<file path="src/hdl/vig_pkg.sv">
// shared types and constants for the radial vignette gain block
package vig_pkg;

   // register indexes of the control port
   typedef enum logic [1:0] {
      CSR_IMAGE_WIDTH    = 2'd0,
      CSR_IMAGE_HEIGHT   = 2'd1,
      CSR_STRENGTH       = 2'd2,
      CSR_INV_MAX_RADIUS = 2'd3
   } csr_index_type;

   // field widths
   localparam int COORD_W    = 12;
   localparam int DIM_W      = 13;
   localparam int STRENGTH_W = 16;
   localparam int INV_W      = 24;
   localparam int CH_W       = 8;
   localparam int CSR_DATA_W = 24;

   // squared distance: 2 * 4095^2 fits 25 bits
   localparam int D2_W     = 25;
   // square root operand is d2 shifted up by 16
   localparam int SQ_IN_W  = D2_W + 16;
   localparam int ROOT_W   = 21;
   localparam int SQ_CMP_W = SQ_IN_W + 2;

   // register reset values
   localparam logic [DIM_W-1:0]      WIDTH_RESET    = 13'd1920;
   localparam logic [DIM_W-1:0]      HEIGHT_RESET   = 13'd1080;
   localparam logic [STRENGTH_W-1:0] STRENGTH_RESET = 16'd32768;
   localparam logic [INV_W-1:0]      INV_RESET      = 24'd15232;

   // decoupling queue between front and back
   localparam int QUEUE_DEPTH = 4;
   localparam int PTR_W       = $clog2(QUEUE_DEPTH);
   localparam int CNT_W       = $clog2(QUEUE_DEPTH + 1);

   typedef struct packed {
      logic [DIM_W-1:0]      image_width;
      logic [DIM_W-1:0]      image_height;
      logic [STRENGTH_W-1:0] strength;
      logic [INV_W-1:0]      inv_max_radius;
   } vig_cfg_type;

   typedef struct packed {
      logic [CH_W-1:0] blue;
      logic [CH_W-1:0] green;
      logic [CH_W-1:0] red;
   } vig_pixel_type;

   typedef struct packed {
      logic [D2_W-1:0] d2;
      vig_pixel_type   pix;
   } vig_item_type;

endpackage

</file>
<file path="src/hdl/vig_queue.sv">
// small request queue between the front end and the gain pipeline
module vig_queue (
   input  logic                  clock,
   input  logic                  reset,
   input  logic                  push,
   input  vig_pkg::vig_item_type push_item,
   output logic                  full,
   input  logic                  pop,
   output logic                  empty,
   output vig_pkg::vig_item_type pop_item
);

   vig_pkg::vig_item_type          entry_ff [vig_pkg::QUEUE_DEPTH];
   logic [vig_pkg::PTR_W-1:0]      wr_ptr_ff, wr_ptr_in;
   logic [vig_pkg::PTR_W-1:0]      rd_ptr_ff, rd_ptr_in;
   logic [vig_pkg::CNT_W-1:0]      count_ff, count_in;

   assign full     = (count_ff == vig_pkg::CNT_W'(vig_pkg::QUEUE_DEPTH));
   assign empty    = (count_ff == '0);
   assign pop_item = entry_ff[rd_ptr_ff];

   // pointer and fill count update
   always_comb begin
      wr_ptr_in = push ? wr_ptr_ff + 1'b1 : wr_ptr_ff;
      rd_ptr_in = pop ? rd_ptr_ff + 1'b1 : rd_ptr_ff;
      count_in  = count_ff;
      if (push && !pop) begin
         count_in = count_ff + 1'b1;
      end else if (pop && !push) begin
         count_in = count_ff - 1'b1;
      end
   end

   always_ff @(posedge clock) begin
      if (reset) begin
         wr_ptr_ff <= '0;
         rd_ptr_ff <= '0;
         count_ff  <= '0;
      end else begin
         wr_ptr_ff <= wr_ptr_in;
         rd_ptr_ff <= rd_ptr_in;
         count_ff  <= count_in;
      end
   end

   // entry storage
   always_ff @(posedge clock) begin
      if (push) begin
         entry_ff[wr_ptr_ff] <= push_item;
      end
   end

`ifndef SYNTHESIS
   a_count_bound: assert property (@(posedge clock) disable iff (reset)
      count_ff <= vig_pkg::CNT_W'(vig_pkg::QUEUE_DEPTH))
      else $error("queue fill count beyond depth");
   a_no_overflow: assert property (@(posedge clock) disable iff (reset)
      push |-> !full)
      else $error("request pushed into full queue");
   a_no_underflow: assert property (@(posedge clock) disable iff (reset)
      pop |-> !empty)
      else $error("request popped from empty queue");
`endif

endmodule

</file>
<file path="config.mk">
export PLATFORM = sky130hd
export DESIGN_NAME = vig_queue
export DESIGN_NICKNAME = d
export VERILOG_FILES = /design/src/hdl/vig_pkg.sv /design/src/hdl/vig_queue.sv
export SDC_FILE = /design/constraint.sdc
export NUM_CORES = 1
export LEC_CHECK = 0
export BUFFER_PORTS_ARGS = -buffer_cell sky130_fd_sc_hd__buf_4
export CORE_AREA = 10 10 126 128
export DETAILED_ROUTE_END_ITERATION = 8
export DIE_AREA = 0 0 136 138
export HOLD_SLACK_MARGIN = 0.02
export PLACE_DENSITY = 0.8
export SLEW_MARGIN = 20
export SYNTH_ARGS = -nofsm -noshare
export SYNTH_HDL_FRONTEND = slang
export SYNTH_SLANG_ARGS = --single-unit
</file>
<file path="constraint.sdc">
create_clock -name clock -period 3.1 [get_ports clock]
set_input_delay 0.465 -clock clock [delete_from_list [all_inputs] [get_ports clock]]
set_output_delay 0.465 -clock clock [all_outputs]
set_load 0.005 [all_outputs]
</file>
==> results.json <==
{
  "slew-limit-headroom_pct": 51.0,
  "antenna_found_initial": 0,
  "yosys.area_share.simple_pct": 0.982,
  "power_frac_clock_pct": 38.7,
  "max_freq_mhz": 374,
  "synth_xor_area_share_pct": 0.582,
  "cts_resized": 0,
  "finalSetupViolations": 0,
  "outcome": "complete, no violations",
  "drt_iter0_markers": 263,
  "crit_fanout": 28,
  "switching_share_pct": 19.9,
  "post_drt_wl_per_cell_um": 22.4,
  "synth-adder-area-share_pct": 1.10,
  "track_usage_pct": 15.0,
  "io_buffers": 103,
  "gp_congestion": 0.711,
  "cts_sinks": 205,
  "end_kind": "primary output",
  "crit_chain": "buf_4, mux4_1, buf_4",
  "syn_avg_cell_area_um2": 25.1,
  "hpwl_um": 8780,
  "grt_setup_unrepaired": "false",
  "clock_skew_ns": 0.0166,
  "grt_max_degree": 34,
  "dr.pass1.iters": 6,
  "hp-class": "input pin to flip-flop",
  "p_total_mw": 6.30,
  "ys_warn_count": 0,
  "crit_type": "flip-flop to primary output",
  "critPathSlowestCell": "dfxtp_4",
  "cts_tree": "yes",
  "nets": 481,
  "ys_types": 24,
  "post_cts_buffers": 0,
  "arrival_ns": 2.21,
  "synth.most_common_cell": "edfxtp_1",
  "cts_max_level": 1,
  "design.core.area_um2": 13500,
  "ir_drop_uv": 408,
  "numCtsBuffers": 21,
  "p_int_mw": 5.04,
  "cpPeakStageDelay_ns": 0.72,
  "timing.setup.tns_ns": 0,
  "pin_count": 104,
  "die_height_um": 138,
  "dp.cells": 579,
  "cpMostUsedCell": "buf_4",
  "num_antenna_cells": 0,
  "vias": 3397,
  "period_share_pct": 86.3,
  "synth_nets": 359,
  "grt_pass1_wl_um": 22200,
  "fin_crit_ns": 2.67,
  "start_kind": "flip-flop",
  "num_rows": 43,
  "synth_top_family_by_area": "multiplexers",
  "syn_to_final_growth_pct": 22.9,
  "final_hold_viol_count": 0,
  "synth_cells": 300,
  "synthesis.area_um2": 7520,
  "synth_top_area_share_pct": 78.3,
  "comb_power_share_pct": 9.7,
  "synth_flop_cell": "edfxtp_1",
  "path_clk_slew_ns": 0.06,
  "ys_seq_area_share_pct": 80.7,
  "synth_common_cells": "edfxtp_1, mux4_2, dfxtp_1",
  "cts.path.max_buffers": 3,
  "powerDensity_nw_per_um2": 681,
  "maxCapViolCount": 0,
  "p_switching_mw": 1.26,
  "placed_area_um2": 8570,
  "drc": 0,
  "layout-drive-gt1-share_pct": 44.0,
  "fp.dieW_um": 136,
  "die_area_um2": 18800,
  "seqPwrFrac_pct": 51.6,
  "synth_seq_cells": 205,
  "gr-total-overflow": 0,
  "tightest_slew_ns": 0.735,
  "synth_compound_area_share_pct": 0.133,
  "synth_edf_count": 196,
  "vias_per_cell": 5.51,
  "fillers": 856,
  "cts_root_buf": "clkbuf_16",
  "clk_latency_ns": 0.48,
  "critPathRequiredTime_ns": 2.63,
  "yosys-mux-area-fraction_pct": 15.0,
  "grt_pass1_vias": 3832,
  "worst_slack_ns": 0.425,
  "ant_nets": 0,
  "drt-total-wl_um": 13800,
  "synthArstFlopShare_pct": 0,
  "start_util_pct": 55.7,
  "leakage_nw": 3.16,
  "instances_no_fill": 616,
  "slew_viol_final": 0,
  "yosys.area.top_type": "edfxtp_1",
  "holdBufCountCts": 0,
  "synthTopCellsByArea": "edfxtp_1, mux4_2, dfxtp_1",
  "post-place-ws_ns": 0.869,
  "finalInstanceArea_um2": 9250
}
==> final timing paths <==
kind                                     from              end  slack, ns  depth (start not counted)
worst max register to register   wr_ptr_ff[0]  entry_ff[3][37]       1.32                          3
worst min register to register    count_ff[2]      count_ff[2]       0.54                          2
worst min-delay path            push_item[20]  entry_ff[1][20]       0.19                          1
worst max-delay path                flip-flop     pop_item[46]       0.43                          3
==> cells by family after synthesis <==
| group | count (synthesis) |
|---|---|
| xor gates and xnor gates | 5 |
| adders and majority gates | 6 |
| DFF | 205 |
| and+or+nand+nor | 15 |
| AOI/OAI and AO/OA | 2 |
| muxes | 51 |
| buffers and inverters | 16 |
==> layout by cell type, fill, tap and decap left out <==
cell	n
nand2_1	1
clkbuf_8	4
clkbuf_1	7
xnor2_1	2
buf_4	105
a21oi_1	1
mux4_2	47
dfxtp_2	1
fa_1	1
dfxtp_1	7
clkbuf_16	21
xor2_1	3
nor3_1	1
edfxtp_1	196
bufinv_16	2
mux4_1	2
and2_2	4
clkinv_1	2
buf_12	6
nor2_1	7
dfxtp_4	1
ha_1	5
clkinv_2	1
mux2i_1	2
nor3b_1	1
inv_1	4
o21ai_0	1
or3_1	1
==> metrics by stage <==
| step | hold slack, ns | utilization (%) |
|---|---|---|
| 3_3_place_gp | 0.477 | 63.4 |
| 6_report | 0.185 | 68.5 |
| 5_1_grt | 0.167 | 68.5 |
| 3_5_place_dp | 0.520 | 63.4 |
| 2_1_floorplan | 0.466 | - |
| 4_1_cts | 0.165 | 68.5 |
==> registers in the layout, indices dropped and copies added (netlist names), named ones only <==
name       flops
count_ff       3
entry_ff     196
rd_ptr_ff      2
wr_ptr_ff      2
==> layout make-up <==
cell class | count | area [um2] | area share (%)
Inverter | 4 | 15.0 | 0.162
Clock buffer | 32 | 607 | 6.56
Sequential cell | 205 | 6070 | 65.7
Tap cell | 180 | 225 | 2.44
Timing Repair Buffer | 111 | 908 | 9.83
Clock inverter | 5 | 72.6 | 0.785
Multi-Input combinational cell | 79 | 1350 | 14.6
==> power groups by stage <==
stage	clock network (mW)	registers, mW	logic (mW)
2_1_floorplan	0	3.27	0.327
4_1_cts	2.49	3.25	0.630
6_report	2.44	3.25	0.610
3_5_place_dp	0	3.31	0.625
3_3_place_gp	0	3.30	0.609
5_1_grt	2.62	3.26	0.667
==> per-layer routing <==
| metal | up-vias | wire, um | GRT usage, % |
|---|---|---|---|
| met1 | 1751 | 5310 | 19.1 |
| met2 | 121 | 6980 | 24.3 |
| met4 | 0 | 238 | 3.87 |
| li1 | 1506 | - | - |
| met3 | 19 | 1290 | 5.18 |
| met5 | - | 0 | 0 |
==> worst max-delay path: cells and delay by family, from the launching register on <==
family | cells | cell delay, ns
DFF | 1 | 0.72
buffers and inverters | 2 | 0.44
muxes | 1 | 0.56
Note: power is estimated with default switching activity, not from simulation.
