`src/hdl/vig_pkg.sv`:
```
// shared types and constants for the radial vignette gain block
package vig_pkg;

   // register indexes of the control port
   typedef enum logic [1:0] {
      CSR_IMAGE_WIDTH    = 2'd0,
      CSR_IMAGE_HEIGHT   = 2'd1,
      CSR_STRENGTH       = 2'd2,
      CSR_INV_MAX_RADIUS = 2'd3
   } csr_index_type;

   // field widths
   localparam int COORD_W    = 12;
   localparam int DIM_W      = 13;
   localparam int STRENGTH_W = 16;
   localparam int INV_W      = 24;
   localparam int CH_W       = 8;
   localparam int CSR_DATA_W = 24;

   // squared distance: 2 * 4095^2 fits 25 bits
   localparam int D2_W     = 25;
   // square root operand is d2 shifted up by 16
   localparam int SQ_IN_W  = D2_W + 16;
   localparam int ROOT_W   = 21;
   localparam int SQ_CMP_W = SQ_IN_W + 2;

   // register reset values
   localparam logic [DIM_W-1:0]      WIDTH_RESET    = 13'd1920;
   localparam logic [DIM_W-1:0]      HEIGHT_RESET   = 13'd1080;
   localparam logic [STRENGTH_W-1:0] STRENGTH_RESET = 16'd32768;
   localparam logic [INV_W-1:0]      INV_RESET      = 24'd15232;

   // decoupling queue between front and back
   localparam int QUEUE_DEPTH = 4;
   localparam int PTR_W       = $clog2(QUEUE_DEPTH);
   localparam int CNT_W       = $clog2(QUEUE_DEPTH + 1);

   typedef struct packed {
      logic [DIM_W-1:0]      image_width;
      logic [DIM_W-1:0]      image_height;
      logic [STRENGTH_W-1:0] strength;
      logic [INV_W-1:0]      inv_max_radius;
   } vig_cfg_type;

   typedef struct packed {
      logic [CH_W-1:0] blue;
      logic [CH_W-1:0] green;
      logic [CH_W-1:0] red;
   } vig_pixel_type;

   typedef struct packed {
      logic [D2_W-1:0] d2;
      vig_pixel_type   pix;
   } vig_item_type;

endpackage

```
`src/hdl/vig_front.sv`:
```
// front end: accepts pixels, finds the offset from the centre and the squared distance
module vig_front #(
   parameter int MAX_DIM = 4096
) (
   input  logic                               clock,
   input  logic                               reset,
   input  vig_pkg::vig_cfg_type               cfg,
   input  logic                               req_valid,
   output logic                               req_ready,
   input  logic [vig_pkg::COORD_W-1:0]        col,
   input  logic [vig_pkg::COORD_W-1:0]        row_index,
   input  vig_pkg::vig_pixel_type             pix,
   input  logic                               q_full,
   output logic                               push,
   output vig_pkg::vig_item_type              push_item
);

   localparam logic [14:0] DIM_LIMIT = 15'(MAX_DIM);

   logic [14:0]                   width_c;
   logic [14:0]                   height_c;
   logic [vig_pkg::COORD_W-1:0]   cx;
   logic [vig_pkg::COORD_W-1:0]   cy;
   logic                          adv;

   logic                          s1_valid_ff, s1_valid_in;
   logic [vig_pkg::COORD_W-1:0]   dx_ff, dx_in;
   logic [vig_pkg::COORD_W-1:0]   dy_ff, dy_in;
   vig_pkg::vig_pixel_type        s1_pix_ff, s1_pix_in;

   logic                          s2_valid_ff, s2_valid_in;
   vig_pkg::vig_item_type         s2_item_ff, s2_item_in;

   logic [2*vig_pkg::COORD_W-1:0] dx_sq;
   logic [2*vig_pkg::COORD_W-1:0] dy_sq;

   // centre from the clamped frame size
   always_comb begin
      width_c  = ({2'b00, cfg.image_width} > DIM_LIMIT) ? DIM_LIMIT : {2'b00, cfg.image_width};
      height_c = ({2'b00, cfg.image_height} > DIM_LIMIT) ? DIM_LIMIT : {2'b00, cfg.image_height};
      cx       = width_c[vig_pkg::COORD_W:1];
      cy       = height_c[vig_pkg::COORD_W:1];
   end

   // both front stages move together unless the queue holds the last one back
   assign adv       = !s2_valid_ff || !q_full;
   assign req_ready = adv;
   assign push      = s2_valid_ff && !q_full;
   assign push_item = s2_item_ff;

   // stage one: absolute offsets
   always_comb begin
      s1_valid_in = req_valid;
      dx_in       = (col >= cx) ? (col - cx) : (cx - col);
      dy_in       = (row_index >= cy) ? (row_index - cy) : (cy - row_index);
      s1_pix_in   = pix;
   end

   // stage two: squared distance
   assign dx_sq = dx_ff * dx_ff;
   assign dy_sq = dy_ff * dy_ff;

   always_comb begin
      s2_valid_in    = s1_valid_ff;
      s2_item_in.d2  = {1'b0, dx_sq} + {1'b0, dy_sq};
      s2_item_in.pix = s1_pix_ff;
   end

   // valid bits
   always_ff @(posedge clock) begin
      if (reset) begin
         s1_valid_ff <= 1'b0;
         s2_valid_ff <= 1'b0;
      end else if (adv) begin
         s1_valid_ff <= s1_valid_in;
         s2_valid_ff <= s2_valid_in;
      end
   end

   // payload
   always_ff @(posedge clock) begin
      if (adv) begin
         dx_ff      <= dx_in;
         dy_ff      <= dy_in;
         s1_pix_ff  <= s1_pix_in;
         s2_item_ff <= s2_item_in;
      end
   end

endmodule

```
`config.mk`:
```
export PLATFORM = sky130hd
export DESIGN_NAME = vig_front
export DESIGN_NICKNAME = d
export VERILOG_FILES = /design/src/hdl/vig_pkg.sv /design/src/hdl/vig_front.sv
export SDC_FILE = /design/constraint.sdc
export NUM_CORES = 1
export LEC_CHECK = 0
export BUFFER_PORTS_ARGS = -buffer_cell sky130_fd_sc_hd__clkbuf_2
export CORE_MARGIN = 1.5
export CORE_UTILIZATION = 35
export DETAILED_ROUTE_END_ITERATION = 16
export PLACE_DENSITY = 0.6
export SYNTH_ARGS = -nofsm -noshare
export SYNTH_HDL_FRONTEND = slang
export SYNTH_SLANG_ARGS = --single-unit
```
`constraint.sdc`:
```
create_clock -name clock -period 9.1 [get_ports clock]
set_input_delay 1.82 -clock clock [delete_from_list [all_inputs] [get_ports clock]]
set_output_delay 1.82 -clock clock [all_outputs]
set_load 0.01 [all_outputs]
```
==> flow_summary_export.csv, run 1 <==
group,metric,value,unit
outcome,status,"completed",
cts,root_buffer,"clkbuf_16",
sta,finalSetupViolations,0,
sta,fin_crit,7.21,ns
setup_path,slowest_stage,"edfxtp_1",
logic_synthesis,yosysTopAreaCellShare,30.9,%
sta,period_share,79.2,%
logic_synthesis,synthCells,1305,
drt,wl_per_cell,13.9,um
global_routing,met2_usage,26.0,%
logic_synthesis,synth_commonest_cells,"327 x inv_1, 204 x fa_1, 154 x ha_1",
setup_path,cp.arrival,7.31,ns
drt,via_per_inst,4.62,
setup_path,cp.required,9.21,ns
setup_path,path_class,"reg -> reg",
cts,cts_buffer_depth,2,
global_routing,groute.usage.overall,14.5,%
finish,fill_cells,3723,
cts,cts_tree,"done",
sta,fin_skew,0.0166,ns
flow_run,maxCapViolCount,0,
cts,insertion_delay,0.37,ns
global_routing,grt_max_degree,53,
sta,slew_headroom,46.5,%
global_routing,gr-usage-met1,17.8,%
min_path,min_path_type,"reg -> reg",
setup_path,critPathMostFrequentCell,"fa_1",
cts,clock_sinks,99,
global_routing,antenna_found_initial,0,
logic_synthesis,synthesis.nets,1781,
die,io_pins,169,
finish,regArea,2950,um2
die,dieArea,39000,um2
die,die_y,197,um
setup_path,crit_fanout,12,
logic_synthesis,synthFlopType,"edfxtp_1",
finish,multi_input_area,8880,um2
sta,final.setup.tns,0,ns
cts,clk_pin_slew,0.08,ns
cts,cts_resized,0,
placed_design,port_buffers,126,
sta,rsz0062_at_grt,"no",
finish,drive_gt1_share,10.8,%
logic_synthesis,synth_edf_count,97,
logic_synthesis,ys_seq_elements,99,
drt,drc_errors,0,
logic_synthesis,async_flop_share,0,%
die,initial_core_util,35.4,%
cts,cts_max_level,3,
finish,syn_to_final_growth,10.8,%
logic_synthesis,synthTopCellsByArea,"fa_1 31%, edfxtp_1 22%, ha_1 15%, inv_1 9.3%, nand2_1 3.1%",
logic_synthesis,synth_area,13200,um2
placed_design,placed_cells,1902,
placed_design,dpl.hpwl,22100,um
logic_synthesis,yosysMostFrequentCell,"inv_1",
logic_synthesis,yosysSeqAreaShare,22.3,%
finish,diodes,0,
finish,layout.cells.non_filler,1918,
sta,hold_ws,0.413,ns
logic_synthesis,synth.largest_area_cell,"fa_1",
logic_synthesis,synth_area_per_cell,10.1,um2
die,die_w,197,um
placed_design,dpl_cell_area,14300,um2
placed_design,place.gp.congestion,0.802,
die,rows,71,
drt,drt-total-wl,26600,um
setup_path,cp-end-kind,"register",
cts,cts_hold_buf,0,
die,coreArea,37400,um2
cts,cts_made_buffers,9,
finish,stdcell_area,14700,um2
drt,postRouteAntennaNets,0,
global_routing,gr-usage-met3,2.65,%
sta,hold_violations,0,
global_routing,busiest_layer,"met2",
cts,cts_setup_buffers,0,
logic_synthesis,yosysWarningCount,0,
logic_synthesis,synthDistinctLibCells,51,
sta,tightest_slew,0.794,ns
drt,num_vias,8868,
global_routing,grt_pass1_vias,9253,
setup_path,cpPeakStageDelay,0.77,ns
global_routing,grt_first_pass_wirelength,44500,um
drt,first_pass_iters,5,
setup_path,startpoint_type,"register",
drt,drt_iter0_markers,428,
sta,slew_viol_final,0,
global_routing,grt_overflow,0,
finish,nNetsFinal,1878,
setup_path,path_cells,"nand2_1, fa_1, fa_1, fa_1, inv_1, fa_1, fa_1, fa_1, inv_1, fa_1, inv_1, ha_1, a21oi_1, o21ai_0, o21ai_0, a21boi_0, o41ai_1, xnor2_1",
sta,timing.fmax,139,MHz
## cell type report
class	count	share of cell area (%)
Multi-Input combinational cell	837	60.6
Sequential cell	99	20.1
Clock inverter	7	0.606
Timing Repair Buffer	128	4.41
Clock buffer	9	1.54
Tap cell	511	4.36
Inverter	327	8.38
## metrics by stage
| stage | util [%] | worst slack (ns) |
|---|---|---|
| after global routing | 39.2 | 1.50 |
| after CTS | 39.2 | 1.98 |
| after global placement | 38.3 | 2.03 |
| after detailed placement | 38.3 | 2.01 |
| after floorplan | - | 2.76 |
| final | 39.2 | 1.89 |
## state kept, by name, summed over array words and instances (netlist names)
signal / cells
s2_valid_ff: 1
dx_ff: 12
s1_pix_ff: 24
push_item: 49
s1_valid_ff: 1
dy_ff: 12
## logic make-up (layout without fill, tap and decap cells)
family	after synthesis	in the layout	synth area share (%)
compound gates	150	150	7.27
flops	99	99	22.3
buf+inv	369	471	10.6
fa+ha+maj	358	358	45.4
simple gates	258	258	9.42
xor+xnor	49	49	3.24
mux	22	22	1.66
## path summary, 6_finish.rpt
path                            from                       to  slack [ns]  cells after the start
min reg2reg  s1_pix_ff[20]$_DFFE_PP_  push_item[20]$_DFFE_PP_        0.41                      0
max reg2reg       dx_ff[9]$_DFFE_PP_  push_item[46]$_DFFE_PP_        1.89                     18
max               dx_ff[9]$_DFFE_PP_  push_item[46]$_DFFE_PP_        1.89                     18
min          s1_pix_ff[20]$_DFFE_PP_  push_item[20]$_DFFE_PP_        0.41                      0
## critical path, delay by kind of cell (launching register included)
family	cells	cell delay [ns]
AOI/OAI and AO/OA	5	1.72
DFF	1	0.77
adders and majority gates	8	3.90
buffers and inverters	3	0.14
and+or+nand+nor	1	0.27
xor gates and xnor gates	1	0.13
## placed cells by master (no fill, tap or decap), types with 4 or more instances in the layout
master	netlist	layout
a211oi_1	8	8
a21o_1	23	23
a21oi_1	51	51
a221o_1	4	4
a31oi_1	5	5
and2_1	65	65
and3_1	6	6
clkbuf_16	0	9
clkbuf_2	0	126
edfxtp_1	97	97
fa_1	204	204
ha_1	154	154
inv_1	327	327
mux2i_1	22	22
nand2_1	111	110
nand2b_1	6	6
nand3_1	10	10
nand4_1	5	5
nor2_1	32	32
nor2b_1	9	9
nor3_1	6	6
o21a_1	7	7
o21ai_0	23	23
o21bai_1	8	8
xnor2_1	25	25
xor2_1	24	24
## metal layers
layer  routed length, um  part of all wire (%)
met2               13900                    52
met1               11000                    41
met4                 540                   2.0
met5                   0                     0
met3                1180                   4.4
Power of run 1 is not shown: default switching activity piles up to over one toggle a cycle in this logic, so the estimate is an artifact.
==> run 2, diff against run 1 <==
Settings changed: PLACE_DENSITY 0.6 to 0.62.
Clock period 9.1 ns to 6 ns, I/O delays scaled along.
==> flow_summary_export.csv, run 2 (synthesis results as in run 1) <==
group,metric,value,unit
drt,first_pass_iters,4,
global_routing,grt_max_degree,53,
die,io_pins,169,
finish,largest_register_ff_count,49,
setup_path,cp.required,6.12,ns
global_routing,grt_first_pass_wirelength,46200,um
drt,via_per_inst,4.55,
die,dieArea,39000,um2
setup_path,startpoint,"dx_ff[2]$_DFFE_PP_",
min_path,min_path_type,"reg -> reg",
die,die_y,197,um
die,rows,71,
drt,drt-total-wl,27800,um
drt,wl_per_cell,13.3,um
setup_path,reg2reg_from,"dx_ff[2]$_DFFE_PP_",
sta,hold_ws,0.414,ns
drt,num_vias,9550,
sta,final.setup.tns,-2.08,ns
die,coreArea,37400,um2
sta,fin_ws,-0.274,ns
finish,drive_gt1_share,26.3,%
cts,cts_buffer_depth,2,
placed_design,dpl.hpwl,23500,um
flow_run,maxCapViolCount,0,
sta,period_share,105,%
drt,drt_iter0_markers,346,
setup_path,crit_fanout,4,
global_routing,antenna_found_initial,0,
cts,clk_pin_slew,0.08,ns
setup_path,cp.arrival,6.39,ns
cts,root_buffer,"clkbuf_16",
drt,postRouteAntennaNets,0,
sta,tightest_slew,0.693,ns
finish,syn_to_final_growth,25.6,%
finish,nNetsFinal,2060,
finish,diodes,0,
cts,cts_max_level,3,
sta,slew_headroom,53.8,%
setup_path,reg2reg_to,"push_item[45]$_DFFE_PP_",
finish,final_cell_mix,"311 x inv_1, 200 x fa_1, 151 x buf_4, 143 x ha_1, 126 x clkbuf_2",
global_routing,grt_pass1_vias,9856,
die,initial_core_util,35.4,%
finish,layout_commonest_cell,"inv_1",
setup_path,path_class,"reg -> reg",
outcome,status,"complete, but fails checks",
min_path,hold_depth,0,
cts,cts_tree,"done",
cts,clock_sinks,99,
sta,fin_crit,6.27,ns
placed_design,port_buffers,126,
cts,insertion_delay,0.37,ns
global_routing,grt_overflow,0,
sta,rsz0062_at_grt,"yes",
setup_path,rr_worst_depth,20,
drt,drc_errors,0,
sta,timing.fmax,159,MHz
sta,fin_skew,0.0156,ns
outcome,failed_checks,"negative setup slack",
placed_design,place.gp.congestion,0.850,
setup_path,startpoint_type,"register",
setup_path,cp-end-kind,"register",
setup_path,ff2ff_setup_slack,-0.27,ns
sta,slew_viol_final,0,
global_routing,groute.usage.overall,14.8,%
placed_design,post-place-ws,-0.596,ns
placed_design,placed_cells,2051,
finish,layout.cells.non_filler,2100,
sta,hold_violations,0,
sta,finalSetupViolations,11,
die,die_w,197,um
cts,cts_hold_buf,0,
cts,cts_made_buffers,9,
min_path,hp-start,"s1_pix_ff[17]$_DFFE_PP_",
min_path,hold_end,"push_item[17]$_DFFE_PP_",
-- run 2: cell types whose count changed in the layout (fill, tap and decap cells not counted), moves of 14 or more --
cell,delta
inv_1,-16
nand2_1,-14
buf_4,+149
buf_6,+32
inv_2,+16
-- run 2: repair_timing --
| action | 4_1_cts | 5_1_grt |
|---|---|---|
| buffers inserted | 10 | 23 |
| endpoints found under the setup margin | 12 | 12 |
| resized for setup | 66 | 69 |
| pin swaps | 33 | 46 |
-- run 2: final cells by class --
class	instances	area (um2)
clock inverters	7	103
inverters	327	1230
flip-flops and latches	99	2950
fillers	3523	20800
multi-input cells	837	9320
repair buffers	310	2140
well taps	511	639
clock buffers	9	225
-- run 2: per-stage QoR --
step                util, %  instance area, um2
floorplan                 -               13300
global placement       41.5               15500
detailed placement     41.5               15500
CTS                    43.3               16200
global route           44.4               16600
finish                 44.4               16600
-- run 2: how the worst max path moves through the flow --
| stage | endpoint | slack (ns) |
|---|---|---|
| global placement | push_item[46]$_DFFE_PP_ | -0.58 |
| finish | push_item[45]$_DFFE_PP_ | -0.27 |
| floorplan | push_item[46]$_DFFE_PP_ | 0.009 |
| global route | push_item[45]$_DFFE_PP_ | -0.46 |
| CTS | push_item[45]$_DFFE_PP_ | -0.28 |
| detailed placement | push_item[46]$_DFFE_PP_ | -0.60 |
-- run 2: layer usage --
metal | share of wire [%] | global-route usage, % | vias up | wire length [um]
li1 | - | - | 4629 | -
met1 | 43 | 18.6 | 4779 | 12000
met2 | 53 | 26.9 | 115 | 14900
met3 | 2.2 | 2.07 | 27 | 619
met4 | 1.3 | 3.14 | 0 | 370
met5 | 0 | 0 | - | 0
-- run 2: worst max-delay path: stages (launching register included) --
cell	delay (ns)
edfxtp_1	0.51
buf_6	0.18
nand2_4	0.05
fa_2	0.45
buf_6	0.14
fa_1	0.48
fa_1	0.49
inv_1	0.06
fa_1	0.57
fa_2	0.44
fa_1	0.57
inv_2	0.05
fa_1	0.51
inv_2	0.05
ha_4	0.23
nand2_2	0.08
o221ai_2	0.09
a221o_2	0.48
a2111oi_4	0.34
nor3_2	0.09
xor2_1	0.16
Power of run 2 is left out for the same reason.
==> run 3, diff against run 2 <==
Settings changed: ABC_AREA set to 1, PLACE_DENSITY 0.62 to 0.61.
==> flow_summary_export.csv, run 3 <==
group,metric,value,unit
drt,drt_iter0_markers,553,
setup_path,path_class,"reg -> reg",
cts,cts_tree,"done",
sta,timing.fmax,172,MHz
placed_design,dpl_cell_area,15900,um2
finish,final_cell_mix,"500 x inv_1, 477 x nand2_1, 203 x fa_1, 143 x ha_1, 128 x clkbuf_2",
finish,diodes,0,
sta,slew_headroom,40.3,%
die,rows,74,
die,initial_core_util,35.4,%
cts,cts_buffer_depth,2,
sta,finalSetupViolations,0,
global_routing,grt_max_degree,70,
logic_synthesis,synthesis.nets,2237,
setup_path,ff2ff_setup_slack,0.19,ns
drt,drc_errors,0,
logic_synthesis,yosys.area_share.simple,18.4,%
logic_synthesis,synth_area,14400,um2
setup_path,cp-end-kind,"register",
setup_path,cp.arrival,5.92,ns
logic_synthesis,yosysTopAreaCellShare,28.3,%
setup_path,reg2reg_from,"dx_ff[5]$_DFFE_PP_",
sta,period_share,96.8,%
drt,num_vias,11265,
die,io_pins,169,
logic_synthesis,synthCells,1761,
outcome,status,"completed",
global_routing,grt_first_pass_wirelength,52500,um
setup_path,reg2reg_to,"push_item[42]$_DFFE_PP_",
drt,drt-total-wl,31700,um
finish,largest_register_ff_count,49,
logic_synthesis,synth_edf_count,97,
finish,stdcell_area,16800,um2
cts,clock_sinks,99,
logic_synthesis,synth.largest_area_cell,"fa_1",
setup_path,crit_fanout,5,
cts,cts_max_level,3,
drt,wl_per_cell,12.8,um
logic_synthesis,synth-xor-area-share,2.49,%
global_routing,grt_pass1_vias,11375,
logic_synthesis,synthTopCellsByArea,"fa_1 28%, edfxtp_1 20%, ha_1 13%, inv_1 13%, nand2_1 13%",
logic_synthesis,yosysMostFrequentCell,"inv_1",
logic_synthesis,yosysWarningCount,0,
setup_path,startpoint,"dx_ff[5]$_DFFE_PP_",
drt,via_per_inst,4.56,
logic_synthesis,synth_fa_ha_area_share,41.7,%
finish,syn_to_final_growth,16.1,%
logic_synthesis,synthFlopType,"edfxtp_1",
finish,layout_commonest_cell,"inv_1",
cts,root_buffer,"clkbuf_16",
flow_run,maxCapViolCount,0,
die,die_y,206,um
cts,insertion_delay,0.37,ns
setup_path,startpoint_type,"register",
placed_design,port_buffers,128,
logic_synthesis,muxShareOfSynthArea,0,%
sta,final.setup.tns,0,ns
cts,clk_pin_slew,0.08,ns
placed_design,dpl.hpwl,26700,um
setup_path,rr_worst_depth,22,
sta,fin_crit,5.81,ns
cts,cts_made_buffers,9,
drt,postRouteAntennaNets,0,
logic_synthesis,synth_commonest_cells,"500 x inv_1, 495 x nand2_1, 204 x fa_1",
sta,tightest_slew,0.895,ns
die,die_w,206,um
die,dieArea,42500,um2
sta,hold_violations,0,
finish,drive_gt1_share,14.7,%
sta,fin_skew,0.0102,ns
global_routing,groute.usage.overall,15.4,%
finish,nNetsFinal,2410,
setup_path,cp.required,6.12,ns
die,coreArea,40700,um2
logic_synthesis,async_flop_share,0,%
logic_synthesis,synth_compound_area_share,2.61,%
sta,slew_viol_final,0,
global_routing,antenna_found_initial,0,
global_routing,grt_overflow,0,
logic_synthesis,synth_top_family_by_area,"adder cells",
logic_synthesis,yosysSeqAreaShare,20.5,%
setup_path,crit_end,"push_item[42]$_DFFE_PP_",
min_path,min_path_type,"reg -> reg",
logic_synthesis,synthDistinctLibCells,32,
logic_synthesis,synth_area_per_cell,8.19,um2
placed_design,place.gp.congestion,0.922,
min_path,hold_depth,0,
drt,first_pass_iters,6,
logic_synthesis,ys_seq_elements,99,
run 3: changes by cell type after synthesis, moves of 9 or more:
cell	previous run	this run
a21oi_1	51	38
inv_1	327	500
nand2_1	111	495
clkbuf_1	37	26
a21o_1	23	5
nor2b_1	9	0
o21ai_0	23	7
nand4_1	5	22
nor2_1	32	48
and2_1	65	1
mux2i_1	22	0
nand3_1	10	66
xnor2_1	25	14
run 3: layout make-up:
| cell class | count | area (um2) |
|---|---|---|
| flip-flops and latches | 99 | 2950 |
| repair buffers | 201 | 1260 |
| well taps | 532 | 666 |
| fillers | 4122 | 24000 |
| clock buffers | 9 | 225 |
| clock inverters | 7 | 80.1 |
| inverters | 505 | 1900 |
| multi-input cells | 1118 | 9680 |
run 3: worst max-delay path, stage by stage, from the launching register on:
cell	delay, ns
edfxtp_1	0.49
buf_4	0.18
nand2_1	0.08
inv_1	0.07
fa_1	0.53
inv_1	0.05
fa_1	0.47
fa_1	0.55
inv_1	0.05
fa_1	0.46
fa_1	0.50
fa_1	0.49
inv_1	0.05
fa_1	0.52
inv_1	0.08
ha_4	0.30
nand2_2	0.08
nor2_2	0.13
nand3_1	0.09
nand3_2	0.15
nand2_1	0.09
nand3_1	0.08
nand2_1	0.07
run 3: per-layer routing:
layer	wire length, um	GRT usage [%]	up-vias
li1	-	-	5545
met1	13100	18.8	5441
met2	16800	28.5	239
met3	1300	2.10	40
met4	534	3.83	0
met5	0	0	-
run 3: timing repair:
item	CTS	global route
setup buffers	0	34
endpoints found under the setup margin	0	15
hold buffers	0	0
resized for setup	0	57
run 3: how the worst min path moves through the flow:
| stage | from | to |
|---|---|---|
| detailed placement | s1_pix_ff[18]$_DFFE_PP_ | push_item[18]$_DFFE_PP_ |
| global route | s1_pix_ff[11]$_DFFE_PP_ | push_item[11]$_DFFE_PP_ |
| CTS | s1_pix_ff[3]$_DFFE_PP_ | push_item[3]$_DFFE_PP_ |
| global placement | s1_pix_ff[16]$_DFFE_PP_ | push_item[16]$_DFFE_PP_ |
| finish | s1_pix_ff[9]$_DFFE_PP_ | push_item[9]$_DFFE_PP_ |
| floorplan | s1_pix_ff[0]$_DFFE_PP_ | push_item[0]$_DFFE_PP_ |
run 3: cell families after synthesis:
| family | count (synthesis) |
|---|---|
| compound gates | 66 |
| xor+xnor | 41 |
| fa+ha+maj | 358 |
| buf+inv | 544 |
| flops | 99 |
| simple gates | 653 |
run 3: through the flow:
stage	hold slack, ns	std cells	utilization (%)	setup slack (ns)
floorplan	0.400	1761	-	0.272
global placement	0.400	2421	39.0	0.0893
detailed placement	0.405	2421	39.0	0.0610
CTS	0.423	2437	39.7	0.0347
global route	0.425	2471	41.1	-0.0370
finish	0.419	2471	41.1	0.194
Power of run 3 is left out for the same reason.
